==> src/rtl/core/sat_pkg.sv <==
// Shared types and constants for the shared access tracker.
// No dependencies; imported by every module of the block.
package sat_pkg;

    localparam int ADDR_FIELD_W   = 16;
    localparam int THREAD_FIELD_W = 8;
    localparam int INST_FIELD_W   = 12;
    localparam int COUNT_FIELD_W  = 32;

    // entries in the queue between front and back
    localparam int QUEUE_DEPTH = 2;

    typedef struct packed {
        logic [ADDR_FIELD_W-1:0]   address;
        logic [THREAD_FIELD_W-1:0] thread_id;
        logic [INST_FIELD_W-1:0]   inst_index;
    } sat_in_t;

    typedef struct packed {
        logic [COUNT_FIELD_W-1:0] access_count;
        logic                     is_shared;
        logic                     inst_logged;
        logic                     inst_newly_logged;
        logic [ADDR_FIELD_W-1:0]  lowest_address;
        logic [ADDR_FIELD_W-1:0]  highest_address;
    } sat_out_t;

endpackage

==> src/rtl/core/sat_queue.sv <==
// Short FIFO between the front end and the back end.
// Depends on sat_pkg for its depth.
module sat_queue
    import sat_pkg::*;
#(
    parameter int WIDTH = 69
) (
    input  logic             aclk,
    input  logic             aresetn,
    input  logic             push,
    input  logic [WIDTH-1:0] push_data,
    output logic             full,
    input  logic             pop,
    output logic             not_empty,
    output logic [WIDTH-1:0] head_data
);

    localparam int PTR_W = (QUEUE_DEPTH > 1) ? $clog2(QUEUE_DEPTH) : 1;
    localparam int CNT_W = $clog2(QUEUE_DEPTH + 1);

    logic [WIDTH-1:0] slot_reg [QUEUE_DEPTH];
    logic [PTR_W-1:0] wr_ptr_reg, wr_ptr_next;
    logic [PTR_W-1:0] rd_ptr_reg, rd_ptr_next;
    logic [CNT_W-1:0] cnt_reg, cnt_next;

    assign full      = cnt_reg == CNT_W'(QUEUE_DEPTH);
    assign not_empty = cnt_reg != '0;
    assign head_data = slot_reg[rd_ptr_reg];

    always_comb begin
        wr_ptr_next = wr_ptr_reg;
        rd_ptr_next = rd_ptr_reg;
        cnt_next    = cnt_reg;
        if (push) begin
            wr_ptr_next = (wr_ptr_reg == PTR_W'(QUEUE_DEPTH - 1)) ? '0 : wr_ptr_reg + 1'b1;
        end
        if (pop) begin
            rd_ptr_next = (rd_ptr_reg == PTR_W'(QUEUE_DEPTH - 1)) ? '0 : rd_ptr_reg + 1'b1;
        end
        if (push && !pop) begin
            cnt_next = cnt_reg + 1'b1;
        end else if (pop && !push) begin
            cnt_next = cnt_reg - 1'b1;
        end
    end

    always_ff @(posedge aclk) begin
        if (!aresetn) begin
            wr_ptr_reg <= '0;
            rd_ptr_reg <= '0;
            cnt_reg    <= '0;
        end else begin
            wr_ptr_reg <= wr_ptr_next;
            rd_ptr_reg <= rd_ptr_next;
            cnt_reg    <= cnt_next;
        end
    end

    always_ff @(posedge aclk) begin
        if (push) begin
            slot_reg[wr_ptr_reg] <= push_data;
        end
    end

endmodule

==> config.mk <==
export PLATFORM = sky130hd
export DESIGN_NAME = sat_queue
export DESIGN_NICKNAME = d
export VERILOG_FILES = /design/src/rtl/core/sat_pkg.sv /design/src/rtl/core/sat_queue.sv
export SDC_FILE = /design/constraint.sdc
export NUM_CORES = 1
export LEC_CHECK = 0
export ABC_AREA = 1
export BUFFER_PORTS_ARGS = -buffer_cell sky130_fd_sc_hd__buf_2
export CORE_MARGIN = 2
export CORE_UTILIZATION = 52
export CTS_CLUSTER_SIZE = 20
export DETAILED_ROUTE_END_ITERATION = 10
export GPL_TIMING_DRIVEN = 0
export PLACE_DENSITY = 0.8
export SLEW_MARGIN = 5
export SYNTH_ARGS = -nofsm -noshare
export SYNTH_HDL_FRONTEND = slang
export SYNTH_SLANG_ARGS = --single-unit
==> constraint.sdc <==
create_clock -name aclk -period 4.8 [get_ports aclk]
set_input_delay 0.48 -clock aclk [delete_from_list [all_inputs] [get_ports aclk]]
set_output_delay 0.48 -clock aclk [all_outputs]
set_load 0.005 [all_outputs]
==> impl_results.md <==
- Status: completed
- CP arrival: 1.75 ns
- Warnings from Yosys: 0
- Final Max Slew Viols: 0
- Nets: 489
- Hold Buf Count CTS: 0
- Initial antenna violation count: 0
- Crit. End Element: output pin
- Setup bufs post-CTS: 0
- CTS clk-pin slew, worst paths: 0.06 ns
- Worst setup SP type: flip-flop
- Routed Antenna Nets: 0
- Number of global-route vias before repair: 2933
- RSZ-0062 raised after global routing: no
- CP bufs+invs: 4
- Syn avg cell area: 21.0 sq um
- Core area: 0.00977 sq mm
- Die width: 104 um
- Syn nets: 324
- Final Hold Vio Count: 0
- # diodes: 0
- Via count: 2757
- Initial core utilization: 53.7%
- Worst EP required: 4.32 ns
- Crit share post-route: 46.4%
- CP Max Fanout: 10
- CP max-delay cell: dfxtp_1
- Layout cells sized above 1: 59.3%
- CTS Sinks: 143
- Max reg flops: 138
- Total power: 3.09 mW
- #FFs+latches synth: 143
- GP Congestion: 0.736
- Slew headroom: 52.6%
- Drt wl/cell: 16.4 um
- Gr usage total: 18.1%
- CP peak stage delay: 0.32 ns
- Via/cell ratio: 4.91
- Clk_lat worst skew: 0.51 ns
- Number of max-cap violations: 0
- Final Core Density: 70.0%
- Peak supply drop: 0.282 mV
- Top delay family on crit path: buffers and inverters
- Hold WC Path Type: in -> reg
- TNS Setup: 0 ns
- Fmax: 449 MHz
- Synthesized instance count: 250
- Sequential share of the synthesized area: 80.9%
- Worst path most repeated cell: buf_6
- Distinct cells, synth: 15
- Pre-antenna DRT Iters: 4
- Root buffer cell: clkbuf_8
- Min Hold Slack: 0.155 ns
- Final worst path period need: 2.23 ns
- Port-buffer cells: 143
- Iteration-0 DRC count of the detailed router: 141
- Crit path cell chain: buf_6 -> buf_6 -> buf_8 -> mux2_4 -> buf_2
- Clock skew: 0.00769 ns
- CTS Buf Count: 17
- First-pass GRT wire length: 14800 um
- Slew @ Worst Pin: 0.710 ns
- Largest net degree at the start of global routing: 43
- Top Ports: 144
- H-tree depth: 4
- Post-CTS sizing: 0
- Setup CP Type: reg -> out
- Power Dens Cells: 451 mW/mm^2
- DRC: 0
- Clk buf depth: 2
- Hold Path Origin: push_data[50]
- Worst r2r src: wr_ptr_reg
- Die ar.: 0.0109 sq mm
- Total grt overflow: 0
- DP HPWL: 6140 um
- Routed wire length: 9220 um
- CTS tree: built
- Row cnt: 36
- Pleak: 2.67 nW
- Synth Cell Area: 0.00525 sq mm
- Area delta synth->final: 30.3%
- Setup violators final: 0
- DIE HEIGHT: 104 um
path summary, 6_finish.rpt:
| path | slack, ns | to | cells after the start |
|---|---|---|---|
| worst max-delay path | 2.57 | head_data[41] | 5 |
| worst min-delay path | 0.15 | slot_reg[1][50] | 1 |
| worst max register to register | 3.08 | slot_reg[0][14] | 3 |
| worst min register to register | 0.52 | rd_ptr_reg | 2 |
synthesized netlist by cell type:
cell type	instances	share of area, %
ha_1	1	0.24
dfxtp_1	5	1.9
mux2_4	10	2.9
buf_6	2	0.43
edfxtp_1	138	79
nand4_1	1	0.12
nand3_1	1	0.095
nor2_1	8	0.57
buf_8	1	0.29
nand2_1	9	0.64
inv_1	8	0.57
o21ai_0	1	0.095
buf_2	5	0.48
mux2_2	59	13
a21oi_1	1	0.095
cell usage in the layout (no fill, tap or decap), types with 2 or more instances in the layout:
| cell type | n |
|---|---|
| buf_12 | 2 |
| inv_1 | 7 |
| mux2_2 | 59 |
| buf_2 | 148 |
| bufinv_16 | 5 |
| nand2_1 | 9 |
| clkinv_1 | 2 |
| clkbuf_16 | 16 |
| mux2_4 | 10 |
| clkinvlp_4 | 2 |
| buf_6 | 2 |
| nor2_1 | 7 |
| inv_6 | 3 |
| dfxtp_1 | 5 |
| edfxtp_1 | 138 |
power by group:
group	internal [mW]	total (mW)	switching, mW
Sequential	1.44	1.46	0.0156
Clock	0.897	1.38	0.485
Combinational	0.129	0.246	0.117
worst register-to-register path, delay by kind of cell, from the launching register on:
kind | cells | cell delay [ns]
flops | 1 | 0.34
simple gates | 1 | 0.58
buf+inv | 2 | 0.49
area by class of cell:
type | count | area [sq um]
Sequential cell | 143 | 4240
Fill cell | 677 | 2940
Multi-Input combinational cell | 91 | 920
Timing Repair Buffer | 146 | 783
Clock buffer | 18 | 418
Clock inverter | 14 | 213
Tap cell | 133 | 166
Buffer | 8 | 62.6
Inverter | 8 | 32.5
cell families (layout without fill, tap and decap cells):
| logic type | Yosys count | in the layout | share of synthesized area [%] |
|---|---|---|---|
| AOI/OAI and AO/OA | 2 | 2 | 0.191 |
| and+or+nand+nor | 19 | 19 | 1.43 |
| adders and majority gates | 1 | 1 | 0.238 |
| DFF | 143 | 143 | 80.9 |
| muxes | 69 | 69 | 15.5 |
| buffers and inverters | 16 | 194 | 1.76 |
layer usage:
metal | track usage [%] | vias up | routed length [um]
li1 | - | 1299 | -
met5 | 0 | - | 0
met3 | 7.83 | 8 | 697
met1 | 20.7 | 1336 | 3660
met2 | 30.1 | 114 | 4760
met4 | 7.34 | 0 | 106
stage by stage:
step / instances / setup WS [ns] / instance area [sq um]
floorplan: 250 / 0.889 / 5250
global placement: 526 / -0.824 / 6130
detailed placement: 529 / 2.73 / 6210
CTS: 561 / 2.52 / 6840
global route: 561 / 2.48 / 6840
finish: 561 / 2.57 / 6840
No activity file was read; power rests on OpenSTA's default activity.
