### config.mk
export PLATFORM = sky130hd
export DESIGN_NAME = sat_front
export DESIGN_NICKNAME = d
export VERILOG_FILES = /design/src/rtl/core/sat_pkg.sv /design/src/rtl/core/sat_front.sv
export SDC_FILE = /design/constraint.sdc
export NUM_CORES = 1
export LEC_CHECK = 0
export ABC_AREA = 1
export BUFFER_PORTS_ARGS = -buffer_cell sky130_fd_sc_hd__buf_4
export CORE_MARGIN = 10
export CORE_UTILIZATION = 50
export CTS_CLUSTER_DIAMETER = 40
export DETAILED_ROUTE_END_ITERATION = 10
export PLACE_DENSITY = 0.87
export SYNTH_ARGS = -nofsm -noshare
export SYNTH_HDL_FRONTEND = slang
export SYNTH_SLANG_ARGS = --single-unit
### constraint.sdc
create_clock -name aclk -period 2.3 [get_ports aclk]
set_clock_uncertainty 0.2 [all_clocks]
set_input_delay 0.115 -clock aclk [delete_from_list [all_inputs] [get_ports aclk]]
set_output_delay 0.115 -clock aclk [all_outputs]
set_load 0.005 [all_outputs]
### src/rtl/core/sat_pkg.sv
// Shared types and constants for the shared access tracker.
// No dependencies; imported by every module of the block.
package sat_pkg;

    localparam int ADDR_FIELD_W   = 16;
    localparam int THREAD_FIELD_W = 8;
    localparam int INST_FIELD_W   = 12;
    localparam int COUNT_FIELD_W  = 32;

    // entries in the queue between front and back
    localparam int QUEUE_DEPTH = 2;

    typedef struct packed {
        logic [ADDR_FIELD_W-1:0]   address;
        logic [THREAD_FIELD_W-1:0] thread_id;
        logic [INST_FIELD_W-1:0]   inst_index;
    } sat_in_t;

    typedef struct packed {
        logic [COUNT_FIELD_W-1:0] access_count;
        logic                     is_shared;
        logic                     inst_logged;
        logic                     inst_newly_logged;
        logic [ADDR_FIELD_W-1:0]  lowest_address;
        logic [ADDR_FIELD_W-1:0]  highest_address;
    } sat_out_t;

endpackage

### src/rtl/core/sat_front.sv
// Front end: accepts input transactions, masks fields, checks the
// instruction range and tracks the address range. Depends on sat_pkg.
module sat_front
    import sat_pkg::*;
#(
    parameter int ADDR_BITS   = 16,
    parameter int THREAD_BITS = 8,
    parameter int INST_COUNT  = 4096,
    parameter int INST_BITS   = 12,
    parameter int ITEM_W      = 3 * 16 + 8 + 1 + 12
) (
    input  logic              aclk,
    input  logic              aresetn,
    input  logic              s_valid,
    output logic              s_ready,
    input  sat_in_t           s_data,
    input  logic              clear_done,
    input  logic              q_full,
    output logic              q_push,
    output logic [ITEM_W-1:0] q_data
);

    typedef struct packed {
        logic [ADDR_BITS-1:0]   addr;
        logic [THREAD_BITS-1:0] tid;
        logic                   inst_ok;
        logic [INST_BITS-1:0]   inst_sel;
        logic [ADDR_BITS-1:0]   lo;
        logic [ADDR_BITS-1:0]   hi;
    } item_t;

    logic [ADDR_BITS-1:0] min_reg, min_next;
    logic [ADDR_BITS-1:0] max_reg, max_next;
    logic [31:0]          addr_ext;
    logic [15:0]          tid_ext;
    logic [31:0]          inst_ext;
    logic [ADDR_BITS-1:0] addr;
    item_t                item;

    assign s_ready  = clear_done && !q_full;
    assign q_push   = s_valid && s_ready;

    assign addr_ext = 32'(s_data.address);
    assign tid_ext  = 16'(s_data.thread_id);
    assign inst_ext = 32'(s_data.inst_index);
    assign addr     = addr_ext[ADDR_BITS-1:0];

    assign min_next = (addr < min_reg) ? addr : min_reg;
    assign max_next = (addr > max_reg) ? addr : max_reg;

    always_comb begin
        item.addr     = addr;
        item.tid      = tid_ext[THREAD_BITS-1:0];
        item.inst_ok  = inst_ext < 32'(INST_COUNT);
        item.inst_sel = inst_ext[INST_BITS-1:0];
        item.lo       = min_next;
        item.hi       = max_next;
    end

    assign q_data = item;

    always_ff @(posedge aclk) begin
        if (!aresetn) begin
            min_reg <= '1;
            max_reg <= '0;
        end else if (q_push) begin
            min_reg <= min_next;
            max_reg <= max_next;
        end
    end

endmodule

==> run_results.csv <==
group,metric,value,unit
floorplan,die_h,95.8,µm
logic_synthesis,ys_warn_count,0,
power,combPwrFrac,0.404,
timing,slew_viol_final,0,
placed_design,dpl.hpwl,5990,µm
global_route,grt_pass1_wl,15000,µm
route,viasPerCell,5.74,
critical_path,crit_fanout,8,
status,violations,"negative setup slack",
floorplan,rows,27,
timing,final.min_clock_period,2450,ps
hold_path,hp-class,"in2reg",
timing,finalHoldViolCount,0,
timing,fmax,408,MHz
final_layout,final-seq-area,661,µm²
critical_path,cp_slowest_stage_delay,360,ps
clock_network,cts_made_buffers,5,
logic_synthesis,ys_ff_latch,32,
route,drc,0,
clock_network,clk_path_buf_depth,2,
power,total_power,1.82,mW
floorplan,die_w,95.8,µm
final_layout,areaGrowthSynthToFinish,42.0,%
final_layout,multiInputGateArea,2130,µm²
route,drt-pass1-iter-count,5,
final_layout,mostFrequentLayoutCell,"nand2_1",
clock_network,clk_latency,290,ps
clock_network,tritoncts,"built",
power,powerDensity,445,nW/µm²
critical_path,worstSetupStartpointType,"register",
timing,rsz0062_at_grt,"true",
logic_synthesis,synth_cell_types,24,
placed_design,place_ws,105,ps
placed_design,numPortBuffers,70,
power,p_int,1.17,mW
global_route,antenna_found_initial,0,
final_layout,num-nets-final,572,
route,routed_wl,10800,µm
final_layout,diodes,0,
final_layout,layout-drive-gt1-share,0.431,
timing,fin_crit_sh,1.07,
final_layout,layout_common_cells,"nand2_1 (84), buf_4 (75), inv_1 (58)",
critical_path,worstPathRequired,1990,ps
floorplan,boundaryPins,112,
clock_network,cts_sinks,32,
global_route,grt_pass1_vias,3223,
power,clkPwrFrac,0.262,
logic_synthesis,syn_nets,517,
clock_network,clkTransAtPathRegs,70,ps
critical_path,slowest_stage,"dfxtp_2",
floorplan,core,5540,µm²
timing,setup_ws,-150,ps
global_route,overflow,0,
power,p_seq_frac,0.333,
critical_path,crit_type,"reg2out",
route,via_count,3291,
critical_path,crit_path_end_kind,"output port",
placed_design,routabilityCongestion,0.837,
global_route,grt_max_degree,32,
final_layout,design_area,4080,µm²
logic_synthesis,syn_area,2880,µm²
timing,setup_viol,32,
placed_design,dpl_cell_area,3200,µm²
power,power.switching_fraction,0.355,
global_route,grtUsageTotal,0.204,
critical_path,worst-path-buf-inv,3,
route,ant_nets,0,
power,p_leak,2.18,nW
clock_network,htree_levels,2,
critical_path,cp_top_family,"simple AND/OR/NAND/NOR gates",
critical_path,worstPathArrival,2130,ps
logic_synthesis,avgSynthCellArea,6.46,µm²
status,status,"finished with violations",
logic_synthesis,ys_seq_area_frac,0.223,
logic_synthesis,syn_inst,445,
floorplan,dieArea,9180,µm²
power,p_switching,0.645,mW
floorplan,start_util,0.519,
route,first_iter_violations,317,
flow_run,max-cap-violations,0,
route,post_drt_wl_per_cell,18.9,µm
clock_network,clk_root_buffer_cell,"clkbuf_8",
critical_path,cp_cell_sequence,"inv_4 > ha_4 > nand4_1 > a21oi_2 > nor2_4 > buf_6 > nand2_8 > nand2_2 > and2_4 > buf_4",
final_layout,fillers,402,
power,irDropWorstVdd,0.000355,V
-- cell type report --
type                    instances  share of cell area
flip-flops and latches         32               0.162
repair buffers                 99               0.206
multi-input cells             290               0.521
clock buffers                   8              0.0221
well taps                      72              0.0221
inverters                      72              0.0668
-- worst paths after layout --
kind	slack, ps	cells after the start	to	startpoint
min reg2reg	260	2	min_reg[5]	min_reg[5]
max reg2reg	160	13	max_reg[3]	max_reg[6]
min	10	5	max_reg[6]	s_data[26]
max	-150	10	q_data[31]	min_reg[13]
-- Yosys cell counts --
library cell | count | area (µm²)
nand2_4 | 2 | 22.5
o21ai_1 | 1 | 5.00
nand2_2 | 2 | 12.5
dfxtp_1 | 32 | 641
a21o_1 | 2 | 15.0
a21oi_1 | 44 | 220
nand3_1 | 66 | 330
and2_1 | 16 | 100
inv_1 | 71 | 267
o21ai_0 | 2 | 10.0
buf_6 | 3 | 33.8
clkinv_1 | 1 | 3.75
nand3_2 | 1 | 10.0
nor3_2 | 1 | 10.0
buf_4 | 39 | 293
buf_2 | 4 | 20.0
ha_1 | 31 | 388
nor2_1 | 8 | 30.0
o21a_1 | 2 | 15.0
nand2_1 | 106 | 398
nand4_1 | 3 | 18.8
clkbuf_1 | 6 | 22.5
nor2_2 | 1 | 6.26
conb_1 | 1 | 3.75
-- what timing repair did --
item	4_1_cts	5_1_grt
resized for setup	71	79
cloned	2	0
endpoints found under the hold margin	1	0
buffers inserted	11	7
pin swaps	17	22
hold buffers	1	0
setup endpoints to repair	32	32
-- worst register-to-register path: cells and delay by family, from the launching register on --
kind / cells / cell delay, ps
DFF: 1 / 330
buffers and inverters: 2 / 110
adders and majority gates: 1 / 310
and+or+nand+nor: 10 / 1100
-- stage by stage --
| stage | hold slack, ps | setup TNS [ps] | utilization | cells |
|---|---|---|---|---|
| floorplan | 68.6 | 0 | - | 445 |
| global placement | 30.0 | 0 | 0.578 | 544 |
| detailed placement | 30.0 | 0 | 0.578 | 544 |
| CTS | 13.8 | -602 | 0.672 | 566 |
| global route | 30.0 | -5530 | 0.737 | 573 |
| finish | 15.0 | -3390 | 0.737 | 573 |
-- power by group through the flow --
stage,clock (mW),sequential (mW),combinational (mW)
3_5_place_dp,0,0.611,0.529
6_report,0.477,0.606,0.735
5_1_grt,0.495,0.608,0.795
2_1_floorplan,0,0.607,0.345
4_1_cts,0.480,0.602,0.613
3_3_place_gp,0,0.609,0.512
-- kinds of logic (layout without fill, tap and decap cells) --
group,Yosys count,in the layout,share of synthesized area
buf+inv,124,179,0.222
other cells,1,1,0.00130
compound gates,51,51,0.0922
fa+ha+maj,31,31,0.135
flops,32,32,0.223
simple gates,206,207,0.326
-- routing by layer --
layer,vias to the layer above,part of all wire,wire length (µm),track usage
li1,1498,-,-,-
met1,1528,0.36,3910,0.218
met2,203,0.49,5280,0.344
met3,62,0.093,1010,0.0630
met4,0,0.056,610,0.129
met5,-,0,0,0
Power figures use the tool's default switching activity.
